==> config.mk <==
export PLATFORM = sky130hd
export DESIGN_NAME = radial_curve_texel_generator_core_flat
export DESIGN_NICKNAME = d
export VERILOG_FILES = /design/src/sv/rctg_pkg.sv /design/src/sv/rctg_if.sv /design/src/sv/radial_curve_texel_generator_core.sv /design/src/flat_wrapper.sv
export SDC_FILE = /design/constraint.sdc
export NUM_CORES = 2
export LEC_CHECK = 0
export BUFFER_PORTS_ARGS = -buffer_cell sky130_fd_sc_hd__buf_2
export CAP_MARGIN = 20
export CORE_MARGIN = 4
export CORE_UTILIZATION = 40
export CTS_BUF_LIST = sky130_fd_sc_hd__clkbuf_4 sky130_fd_sc_hd__clkbuf_8 sky130_fd_sc_hd__clkbuf_16
export CTS_CLUSTER_SIZE = 14
export DETAILED_ROUTE_END_ITERATION = 8
export SETUP_SLACK_MARGIN = 0.05
export SYNTH_ARGS = -nofsm -noshare
export SYNTH_HDL_FRONTEND = slang
export SYNTH_SLANG_ARGS = --single-unit
==> constraint.sdc <==
create_clock -name clk -period 17.7 [get_ports clk]
set_input_delay 2.655 -clock clk [delete_from_list [all_inputs] [get_ports clk]]
set_output_delay 2.655 -clock clk [all_outputs]
set_load 0.02 [all_outputs]
==> src/sv/rctg_pkg.sv <==
// Package with the shared widths, register indexes and constants of the radial texel generator.
package rctg_pkg;

	// Field widths of the coordinate and texel words.
	localparam int COL_W  = 10;
	localparam int ROW_W  = 10;
	localparam int OFF_W  = 21;
	localparam int BYTE_W = 8;

	// Register file.
	localparam int DIM_W     = 11;
	localparam int ADDR_W    = 4;
	localparam int DATA_W    = 32;
	localparam int REG_IDX_W = 2;
	localparam logic [REG_IDX_W-1:0] REG_IMAGE_WIDTH  = 2'd0;
	localparam logic [REG_IDX_W-1:0] REG_IMAGE_HEIGHT = 2'd1;
	localparam logic [REG_IDX_W-1:0] REG_CURVE_MODE   = 2'd2;
	localparam logic [REG_IDX_W-1:0] REG_ALPHA_MODE   = 2'd3;
	localparam logic [DIM_W-1:0] DIM_RESET = 11'd64;
	localparam logic CURVE_BORDER = 1'b0;

	localparam int unsigned MAX_DIM_DEF = 1024;

	// Fixed point: fractions are Q0.16 with one extra bit to hold 1.0.
	localparam int FRAC_W    = 16;
	localparam int V_W       = FRAC_W + 1;
	localparam logic [V_W-1:0] Q_ONE  = 17'h10000;
	localparam logic [V_W-1:0] Q_HALF = 17'h08000;
	localparam int DIV_STEPS = 4;

	// Square root: 18 root bits from a 36-bit radicand, three digits per stage.
	localparam int SQ_W       = 2 * V_W;
	localparam int ROOT_W     = 18;
	localparam int RAD_W      = 2 * ROOT_W;
	localparam int SREM_W     = ROOT_W + 2;
	localparam int SQRT_STEPS = 3;

	// Background profile: n = 5.0 - 4*s in Q.16, then n/3 by reciprocal.
	localparam int BG_W = 19;
	localparam logic [BG_W-1:0] BG_BASE = 19'd327680;
	localparam logic [ROOT_W-1:0] BG_ZERO_ROOT = 18'd81920;
	localparam int DIV3_W     = 20;
	localparam logic [DIV3_W-1:0] DIV3_MUL = 20'd699051;
	localparam int DIV3_SHIFT = 21;

endpackage

==> src/sv/rctg_if.sv <==
// Handshake interfaces for the coordinate words and the texel words.
interface rctg_coord_if;
	logic                        valid;
	logic                        ready;
	logic [rctg_pkg::COL_W-1:0]  column;
	logic [rctg_pkg::ROW_W-1:0]  row;

	modport source(output valid, output column, output row, input ready);
	modport sink(input valid, input column, input row, output ready);
endinterface

interface rctg_texel_if;
	logic                        valid;
	logic                        ready;
	logic [rctg_pkg::OFF_W-1:0]  byte_offset;
	logic [rctg_pkg::BYTE_W-1:0] luminance;
	logic [rctg_pkg::BYTE_W-1:0] alpha_byte;
	logic                        two_bytes;

	modport source(output valid, output byte_offset, output luminance, output alpha_byte,
		output two_bytes, input ready);
	modport sink(input valid, input byte_offset, input luminance, input alpha_byte,
		input two_bytes, output ready);
endinterface

==> src/sv/radial_curve_texel_generator_core.sv <==
// Top level of the radial curve texel generator: register file and fifteen-stage pipeline.
//
// Usage. Each word on the coord channel carries one texel coordinate (column, row); for each
// one the texel channel returns exactly one word with the texel's byte offset in the image
// buffer, its luminance and alpha bytes and a flag for two-byte texels. Both channels use a
// valid/ready handshake and a word moves at a clock edge where both are high.
// The APB port holds image width and height, the curve profile and the alpha mode. The user
// is to write it only while no word is in flight; the block itself does not enforce this.
// Reads return the stored values with no wait. Throughput is one word per clock while the
// receiver keeps ready high: the pipeline has fifteen register stages (input, four stages
// of a long divider producing four quotient bits each, squares, sum, six stages of a
// digit-by-digit square root producing three root bits each, curve shaping, and the output
// register), and every stage moves as soon as the stage after it has room.
// When the receiver stalls, the last stage holds its word and the stages behind it keep
// filling any empty slots, so coordinates are still taken until fifteen words are queued;
// nothing is lost or repeated. Reset clears every valid bit and restores width and height
// to 64 with border profile and one-byte texels.
module radial_curve_texel_generator_core #(
	parameter int unsigned MAX_DIM = rctg_pkg::MAX_DIM_DEF
) (
	input  logic                          clk,
	input  logic                          arst_n,
	input  logic                          psel,
	input  logic                          penable,
	input  logic                          pwrite,
	input  logic [rctg_pkg::ADDR_W-1:0]   paddr,
	input  logic [rctg_pkg::DATA_W-1:0]   pwdata,
	output logic [rctg_pkg::DATA_W-1:0]   prdata,
	output logic                          pready,
	rctg_coord_if.sink                    coord,
	rctg_texel_if.source                  texel
);

	// Largest dimension the 11-bit registers can reach after saturation.
	localparam int unsigned DimMax   = (1 << rctg_pkg::DIM_W) - 1;
	localparam int unsigned MaxDimClip = (MAX_DIM > DimMax) ? DimMax : MAX_DIM;
	localparam logic [rctg_pkg::DIM_W-1:0] MaxDimW = rctg_pkg::DIM_W'(MaxDimClip);
	// The divisor is dimension minus one, so it stays below MaxDimClip.
	localparam int DEN_W = (MaxDimClip > 2) ? $clog2(MaxDimClip) : 1;
	localparam int CMP_W = (DEN_W > rctg_pkg::COL_W) ? DEN_W : rctg_pkg::COL_W;
	localparam int NUM_STG = 15;

	typedef struct packed {
		logic [DEN_W-1:0]            den;
		logic [DEN_W-1:0]            rem;
		logic [rctg_pkg::FRAC_W-1:0] quo;
		logic                        zero;
		logic                        sat;
	} div_axis_t;

	typedef struct packed {
		div_axis_t                  x;
		div_axis_t                  y;
		logic [rctg_pkg::OFF_W-1:0] off;
	} div_word_t;

	typedef struct packed {
		logic [rctg_pkg::RAD_W-1:0]  rad;
		logic [rctg_pkg::SREM_W-1:0] rem;
		logic [rctg_pkg::ROOT_W-1:0] root;
		logic [rctg_pkg::OFF_W-1:0]  off;
	} sqrt_word_t;

	// Configuration registers.
	logic [rctg_pkg::DIM_W-1:0] image_width_q;
	logic [rctg_pkg::DIM_W-1:0] image_height_q;
	logic                       curve_mode_q;
	logic                       alpha_mode_q;

	// Pipeline control.
	logic [NUM_STG:1]   vld_s;
	logic [NUM_STG:1]   vld_in;
	logic [NUM_STG+1:1] adv;

	// Pipeline payload.
	div_word_t                  d_s1, d_s2, d_s3, d_s4, d_s5;
	logic [rctg_pkg::SQ_W-1:0]  sqx_s6, sqy_s6;
	logic [rctg_pkg::OFF_W-1:0] off_s6;
	sqrt_word_t                 r_s7, r_s8, r_s9, r_s10, r_s11, r_s12, r_s13;
	logic [rctg_pkg::V_W-1:0]   v_s14;
	logic [rctg_pkg::OFF_W-1:0] off_s14;
	logic [rctg_pkg::OFF_W-1:0] off_s15;
	logic [rctg_pkg::BYTE_W-1:0] lum_s15, alpha_s15;
	logic                       two_s15;

	// Combinational stage inputs.
	logic [rctg_pkg::DIM_W-1:0] w_sat, h_sat;
	logic [rctg_pkg::OFF_W-1:0] off_sum;
	div_word_t                  d_in;
	logic [rctg_pkg::V_W-1:0]   fx, fy;
	logic [rctg_pkg::SQ_W-1:0]  sqx, sqy;
	sqrt_word_t                 r_in;
	logic [rctg_pkg::V_W-1:0]   v_border, v_bg, v_in;
	logic [rctg_pkg::BG_W-1:0]  bg_n;
	logic [rctg_pkg::BG_W+rctg_pkg::DIV3_W-1:0] bg_prod;
	logic [rctg_pkg::V_W-1:0]   bg_q;
	logic [rctg_pkg::V_W+8-1:0] g_prod;
	logic [rctg_pkg::BYTE_W-1:0] g;

	logic [rctg_pkg::REG_IDX_W-1:0] reg_idx;

	// Register file. Writes complete in the access phase; pready is tied high.
	assign pready  = 1'b1;
	assign reg_idx = paddr[rctg_pkg::ADDR_W-1:2];

	always_ff @(posedge clk or negedge arst_n) begin
		if (!arst_n) begin
			image_width_q  <= rctg_pkg::DIM_RESET;
			image_height_q <= rctg_pkg::DIM_RESET;
			curve_mode_q   <= rctg_pkg::CURVE_BORDER;
			alpha_mode_q   <= 1'b0;
		end else if (psel && penable && pwrite) begin
			case (reg_idx)
				rctg_pkg::REG_IMAGE_WIDTH: begin
					image_width_q <= pwdata[rctg_pkg::DIM_W-1:0];
				end
				rctg_pkg::REG_IMAGE_HEIGHT: begin
					image_height_q <= pwdata[rctg_pkg::DIM_W-1:0];
				end
				rctg_pkg::REG_CURVE_MODE: begin
					curve_mode_q <= pwdata[0];
				end
				rctg_pkg::REG_ALPHA_MODE: begin
					alpha_mode_q <= pwdata[0];
				end
				default: begin
				end
			endcase
		end
	end

	always_comb begin
		case (reg_idx)
			rctg_pkg::REG_IMAGE_WIDTH:  prdata = rctg_pkg::DATA_W'(image_width_q);
			rctg_pkg::REG_IMAGE_HEIGHT: prdata = rctg_pkg::DATA_W'(image_height_q);
			rctg_pkg::REG_CURVE_MODE:   prdata = rctg_pkg::DATA_W'(curve_mode_q);
			rctg_pkg::REG_ALPHA_MODE:   prdata = rctg_pkg::DATA_W'(alpha_mode_q);
			default:                    prdata = '0;
		endcase
	end

	// Dimension register values saturate on use to the range one to MAX_DIM (at most 2047).
	function automatic logic [rctg_pkg::DIM_W-1:0] sat_dim(input logic [rctg_pkg::DIM_W-1:0] d);
		logic [rctg_pkg::DIM_W-1:0] r;
		r = d;
		if (d == '0) begin
			r = rctg_pkg::DIM_W'(1);
		end else if (d > MaxDimW) begin
			r = MaxDimW;
		end
		return r;
	endfunction

	// Sets up one axis of the division coord * 2^16 / den. A coordinate at or past the
	// divisor gives a quotient of at least one, which saturates, so the remainder only
	// matters when the coordinate is below the divisor.
	function automatic div_axis_t div_setup(input logic [rctg_pkg::COL_W-1:0] c,
		input logic [rctg_pkg::DIM_W-1:0] dim);
		div_axis_t a;
		a.den  = DEN_W'(dim - rctg_pkg::DIM_W'(1));
		a.zero = (a.den == '0);
		a.sat  = (CMP_W'(c) >= CMP_W'(a.den));
		a.rem  = DEN_W'(c);
		a.quo  = '0;
		return a;
	endfunction

	// Four restoring division steps, one quotient bit each.
	function automatic div_axis_t div_steps(input div_axis_t a);
		div_axis_t        r;
		logic [DEN_W:0]   twice;
		r = a;
		for (int i = 0; i < rctg_pkg::DIV_STEPS; i++) begin
			twice = {r.rem, 1'b0};
			if (twice >= {1'b0, r.den}) begin
				r.rem = DEN_W'(twice - {1'b0, r.den});
				r.quo = {r.quo[rctg_pkg::FRAC_W-2:0], 1'b1};
			end else begin
				r.rem = twice[DEN_W-1:0];
				r.quo = {r.quo[rctg_pkg::FRAC_W-2:0], 1'b0};
			end
		end
		return r;
	endfunction

	function automatic div_word_t div_word_steps(input div_word_t a);
		div_word_t r;
		r   = a;
		r.x = div_steps(a.x);
		r.y = div_steps(a.y);
		return r;
	endfunction

	function automatic logic [rctg_pkg::V_W-1:0] frac_of(input div_axis_t a);
		logic [rctg_pkg::V_W-1:0] f;
		if (a.zero) begin
			f = '0;
		end else if (a.sat) begin
			f = rctg_pkg::Q_ONE;
		end else begin
			f = {1'b0, a.quo};
		end
		return f;
	endfunction

	// Three digit-by-digit square root steps; each takes two radicand bits.
	function automatic sqrt_word_t sqrt_steps(input sqrt_word_t a);
		sqrt_word_t                  r;
		logic [rctg_pkg::SREM_W+1:0] cur;
		logic [rctg_pkg::SREM_W+1:0] trial;
		r = a;
		for (int i = 0; i < rctg_pkg::SQRT_STEPS; i++) begin
			cur   = {r.rem, r.rad[rctg_pkg::RAD_W-1 -: 2]};
			trial = {2'b00, r.root, 2'b01};
			if (cur >= trial) begin
				r.rem  = rctg_pkg::SREM_W'(cur - trial);
				r.root = {r.root[rctg_pkg::ROOT_W-2:0], 1'b1};
			end else begin
				r.rem  = cur[rctg_pkg::SREM_W-1:0];
				r.root = {r.root[rctg_pkg::ROOT_W-2:0], 1'b0};
			end
			r.rad = {r.rad[rctg_pkg::RAD_W-3:0], 2'b00};
		end
		return r;
	endfunction

	// Stage 1 input: saturated dimensions, divider setup and the byte offset.
	always_comb begin
		w_sat   = sat_dim(image_width_q);
		h_sat   = sat_dim(image_height_q);
		off_sum = rctg_pkg::OFF_W'(rctg_pkg::OFF_W'(coord.row) * rctg_pkg::OFF_W'(w_sat))
			+ rctg_pkg::OFF_W'(coord.column);
		d_in.x  = div_setup(coord.column, w_sat);
		d_in.y  = div_setup(rctg_pkg::COL_W'(coord.row), h_sat);
		d_in.off = alpha_mode_q ? {off_sum[rctg_pkg::OFF_W-2:0], 1'b0} : off_sum;
	end

	// Stage 6 input: fractions and their squares.
	always_comb begin
		fx  = frac_of(d_s5.x);
		fy  = frac_of(d_s5.y);
		sqx = fx * fx;
		sqy = fy * fy;
	end

	// Stage 7 input: sum of squares loaded into the root unit.
	always_comb begin
		r_in.rad  = rctg_pkg::RAD_W'(sqx_s6) + rctg_pkg::RAD_W'(sqy_s6);
		r_in.rem  = '0;
		r_in.root = '0;
		r_in.off  = off_s6;
	end

	// Stage 14 input: curve shaping of the distance s.
	always_comb begin
		// Border ring: fold above one half, double, clamp at zero.
		if (r_s13.root <= rctg_pkg::ROOT_W'(rctg_pkg::Q_HALF)) begin
			v_border = rctg_pkg::V_W'({r_s13.root, 1'b0});
		end else if (r_s13.root >= rctg_pkg::ROOT_W'(rctg_pkg::Q_ONE)) begin
			v_border = '0;
		end else begin
			v_border = rctg_pkg::V_W'({rctg_pkg::ROOT_W'(rctg_pkg::Q_ONE) - r_s13.root, 1'b0});
		end

		// Background falloff: (5 - 4s) / 3, clamped to [0, 1].
		bg_n    = rctg_pkg::BG_BASE - rctg_pkg::BG_W'({r_s13.root, 2'b00});
		bg_prod = rctg_pkg::DIV3_MUL * bg_n;
		bg_q    = rctg_pkg::V_W'(bg_prod >> rctg_pkg::DIV3_SHIFT);
		if (r_s13.root >= rctg_pkg::BG_ZERO_ROOT) begin
			v_bg = '0;
		end else if (bg_prod[rctg_pkg::BG_W+rctg_pkg::DIV3_W-1:rctg_pkg::DIV3_SHIFT]
			> (rctg_pkg::BG_W+rctg_pkg::DIV3_W-rctg_pkg::DIV3_SHIFT)'(rctg_pkg::Q_ONE)) begin
			v_bg = rctg_pkg::Q_ONE;
		end else begin
			v_bg = bg_q;
		end

		v_in = (curve_mode_q == rctg_pkg::CURVE_BORDER) ? v_border : v_bg;
	end

	// Stage 15 input: the shaped value times 255, top byte kept.
	always_comb begin
		g_prod = {v_s14, 8'h00} - (rctg_pkg::V_W+8)'(v_s14);
		g      = g_prod[rctg_pkg::FRAC_W+7:rctg_pkg::FRAC_W];
	end

	// Each stage moves when it is empty or the stage after it moves.
	assign adv[NUM_STG+1] = texel.ready;
	for (genvar k = 1; k <= NUM_STG; k++) begin : g_adv
		assign adv[k] = !vld_s[k] || adv[k+1];
	end

	assign vld_in = {vld_s[NUM_STG-1:1], coord.valid};

	always_ff @(posedge clk or negedge arst_n) begin
		if (!arst_n) begin
			vld_s <= '0;
		end else begin
			for (int k = 1; k <= NUM_STG; k++) begin
				if (adv[k]) begin
					vld_s[k] <= vld_in[k];
				end
			end
		end
	end

	always_ff @(posedge clk) begin
		if (adv[1])  d_s1  <= d_in;
		if (adv[2])  d_s2  <= div_word_steps(d_s1);
		if (adv[3])  d_s3  <= div_word_steps(d_s2);
		if (adv[4])  d_s4  <= div_word_steps(d_s3);
		if (adv[5])  d_s5  <= div_word_steps(d_s4);
		if (adv[6]) begin
			sqx_s6 <= sqx;
			sqy_s6 <= sqy;
			off_s6 <= d_s5.off;
		end
		if (adv[7])  r_s7  <= r_in;
		if (adv[8])  r_s8  <= sqrt_steps(r_s7);
		if (adv[9])  r_s9  <= sqrt_steps(r_s8);
		if (adv[10]) r_s10 <= sqrt_steps(r_s9);
		if (adv[11]) r_s11 <= sqrt_steps(r_s10);
		if (adv[12]) r_s12 <= sqrt_steps(r_s11);
		if (adv[13]) r_s13 <= sqrt_steps(r_s12);
		if (adv[14]) begin
			v_s14   <= v_in;
			off_s14 <= r_s13.off;
		end
		if (adv[15]) begin
			off_s15 <= off_s14;
			two_s15 <= alpha_mode_q;
			if (alpha_mode_q) begin
				lum_s15   <= '1;
				alpha_s15 <= g;
			end else begin
				lum_s15   <= g;
				alpha_s15 <= '0;
			end
		end
	end

	assign coord.ready       = adv[1];
	assign texel.valid       = vld_s[NUM_STG];
	assign texel.byte_offset = off_s15;
	assign texel.luminance   = lum_s15;
	assign texel.alpha_byte  = alpha_s15;
	assign texel.two_bytes   = two_s15;

endmodule

==> src/flat_wrapper.sv <==
// flat-port wrapper written by rule: the top's interface ports become plain ports
module radial_curve_texel_generator_core_flat 
#(
	parameter int unsigned MAX_DIM = rctg_pkg::MAX_DIM_DEF
)
  (clk, arst_n, psel, penable, pwrite, paddr, pwdata, prdata, pready, coord_valid, coord_column, coord_row, coord_ready, texel_valid, texel_byte_offset, texel_luminance, texel_alpha_byte, texel_two_bytes, texel_ready);
  rctg_coord_if coord_i ();
  rctg_texel_if texel_i ();
  input  logic clk;
  input  logic arst_n;
  input  logic psel;
  input  logic penable;
  input  logic pwrite;
  input  logic [rctg_pkg::ADDR_W-1:0] paddr;
  input  logic [rctg_pkg::DATA_W-1:0] pwdata;
  output logic [rctg_pkg::DATA_W-1:0] prdata;
  output logic pready;
  input wire logic [$bits(coord_i.valid)-1:0] coord_valid;
  input wire logic [$bits(coord_i.column)-1:0] coord_column;
  input wire logic [$bits(coord_i.row)-1:0] coord_row;
  output wire logic [$bits(coord_i.ready)-1:0] coord_ready;
  output wire logic [$bits(texel_i.valid)-1:0] texel_valid;
  output wire logic [$bits(texel_i.byte_offset)-1:0] texel_byte_offset;
  output wire logic [$bits(texel_i.luminance)-1:0] texel_luminance;
  output wire logic [$bits(texel_i.alpha_byte)-1:0] texel_alpha_byte;
  output wire logic [$bits(texel_i.two_bytes)-1:0] texel_two_bytes;
  input wire logic [$bits(texel_i.ready)-1:0] texel_ready;
  assign coord_i.valid = coord_valid;
  assign coord_i.column = coord_column;
  assign coord_i.row = coord_row;
  assign coord_ready = coord_i.ready;
  assign texel_valid = texel_i.valid;
  assign texel_byte_offset = texel_i.byte_offset;
  assign texel_luminance = texel_i.luminance;
  assign texel_alpha_byte = texel_i.alpha_byte;
  assign texel_two_bytes = texel_i.two_bytes;
  assign texel_i.ready = texel_ready;
  radial_curve_texel_generator_core #(.MAX_DIM(MAX_DIM)) u_core (.clk(clk), .arst_n(arst_n), .psel(psel), .penable(penable), .pwrite(pwrite), .paddr(paddr), .pwdata(pwdata), .prdata(prdata), .pready(pready), .coord(coord_i), .texel(texel_i));
endmodule
==> metrics <==
Critical Path Max Stage Delay 800 ps; fin nets around 10000; Post-synth top cells 1107 x inv_1, 963 x edfxtp_1, 941 x ha_1; root buf cell clkbuf_16; Post-Syn Area 86600 µm²; Max-slew headroom a little over a quarter; synthesis warning total 0; dominant synthesized flop cell edfxtp_1; CP Depth 52; period utilisation layout around 70%; post-CTS sizing 0; GPL Wtd Cong between 0.8 and 0.9; clock-pin slew on the worst setup and hold paths 70 ps; Sink Count 1002; PortBufs 90; clk buf depth 3; max-cap viol count 0; Hold Path Depth 0; cts hold-fix bufs 0; status finished clean; largest net degree at the start of global routing between 80 and 90; Setup TNS 0 ps; detailed-route via count 60262; Max Slew Vio Count 0; critical path type register to register; Post-Synthesis Cells between 8000 and 9000; initial antenna violation count 9; Post-CTS Setup Bufs 0; DRC 0; Area contributors post-synth edfxtp_1 33%, ha_1 14%, fa_1 13%; Slew @ Worst Pin 1100 ps; Die H between 400 and 500 µm; area leader, netlist edfxtp_1; number of synthesized register bits about 1000; Finish-stage setup viols 0; wire length per cell around 17 µm; IO Count roughly 140; Clock Latency Late Sink 750 ps; Fin. Hold Viols 0; crit-path leading delay family compound AO/OA/AOI/OAI gates; crit path max-delay cell type nor2_1; Total GRT Usage around 17%; post-route ant nets 0; CP Data Arrival Time 12880 ps; die area 224000 µm²; Post-Route WL between 150000 and 200000 µm; post-synth top area share between 30% and 40%; most common cell in the netlist inv_1; fmax between 80 and 90 MHz; P&R area growth vs syn 8.58%; DR vias/cell around 5.3; synth unique cells 102; Worst EP required about 18000 ps; Hold Path Origin u_core.r_s7[87]$_DFFE_PP_; most frequent CP cell o21ai_0; grt ovf 0; clk_skew about 51 ps; Iteration-0 DRC Markers around 3200; Hold/Removal Path Class register to register; minimum clock period about 12000 ps; Worst Setup Start Kind register; CTS tree built; Die W around 470 µm; row count 170; Critical Path Source u_core.d_s3[88]$_DFFE_PP_; Post-synth EDFFs about 960; RSZ-0062 raised after global routing false; hpwl dp 158000 µm; Worst Path Buf+Inv 4; Synth async-reset ratio roughly 4%; H-tree depth 3; core area about 220000 µm²; share of layout cells above drive strength 1 7.38%; CTS Buf Count roughly 110; worst-path fanout max 16; Worst R2R Path Depth 52; Setup crit end kind register; first-pass GRT wire length between 300000 and 400000 µm; vias in the first global route approximately 60000; Initial Utilization between 40% and 50%; sequential cell area fraction in the yosys report 34.5%; FF-to-FF Start u_core.d_s3[88]$_DFFE_PP_; First-pass DRT Iterations 7; Avg Cell Area, Syn roughly 10 µm²
logic make-up after synthesis:
kind of cell,share of synthesized area [%]
AO/OA/AOI/OAI,11.6
adder cells (fa/ha/maj),26.5
buffers and inverters,5.87
other,0.00867
AND/OR/NAND/NOR,12.8
multiplexers,3.52
flip-flops,34.5
XOR/XNOR,5.14
routing by layer:
| metal | share of wire, % | global-route usage, % |
|---|---|---|
| met4 | 2.6 | 4.51 |
| met2 | 48 | 29.9 |
| met1 | 46 | 23.2 |
| met5 | 0.0067 | 0 |
| met3 | 3.4 | 1.98 |
registers in the layout (all words and copies together) (netlist names), 11 cells and up:
register	count
u_core.d_s4	89
u_core.d_s3	81
u_core.r_s8	74
u_core.d_s2	73
u_core.r_s9	71
u_core.r_s10	68
u_core.d_s1	65
u_core.r_s11	65
u_core.r_s12	62
u_core.d_s5	57
u_core.r_s7	56
u_core.r_s13	39
u_core.sqx_s6	33
u_core.sqy_s6	33
u_core.off_s14	21
u_core.off_s6	21
u_core.texel.byte_offset	21
u_core.v_s14	17
u_core.vld_s	15
u_core.image_height_q	11
u_core.image_width_q	11
placed cells by master, fill, tap and decap left out, drive strengths merged, types with 164 or more instances in the layout:
cell type / n
a21o: 164
a21oi: 396
ha: 941
nand2: 656
xor2: 186
o21ai: 401
nor2: 540
xnor2: 321
fa: 556
inv: 1120
edfxtp: 963
mux2: 229
final cells by class:
class	instances	area, µm²
fillers	20273	121000
multi-input cells	6179	51900
flip-flops and latches	1002	29900
inverters	1119	4200
well taps	2838	3550
clock buffers	127	2860
repair buffers	137	822
clock inverters	69	722
diodes	2	5.00
final timing paths:
| path | slack [ps] | to |
|---|---|---|
| min in group asynchronous | 1990 | u_core.image_height_q[2]$_DFFE_PN0P_ |
| max in group asynchronous | 15220 | u_core.vld_s[15]$_DFFE_PN0P_ |
| worst max register to register | 5290 | u_core.d_s4[86]$_DFFE_PP_ |
| worst max-delay path | 5290 | u_core.d_s4[86]$_DFFE_PP_ |
| worst min-delay path | 400 | u_core.r_s8[93]$_DFFE_PP_ |
| worst min register to register | 400 | u_core.r_s8[93]$_DFFE_PP_ |
per-stage QoR:
stage	std cells	utilization (%)	setup slack, ps	area, µm²	hold slack [ps]
after floorplan	8505	-	1920	86800	400
after global placement	11271	42.0	5420	90400	401
after detailed placement	11272	42.0	5200	90400	405
after CTS	11468	43.7	5120	94000	386
after global routing	11473	43.7	4150	94000	391
final	11473	43.7	5290	94000	397
Power is not shown: default switching activity piles up to over one toggle a cycle in this logic, so the estimate is an artifact.
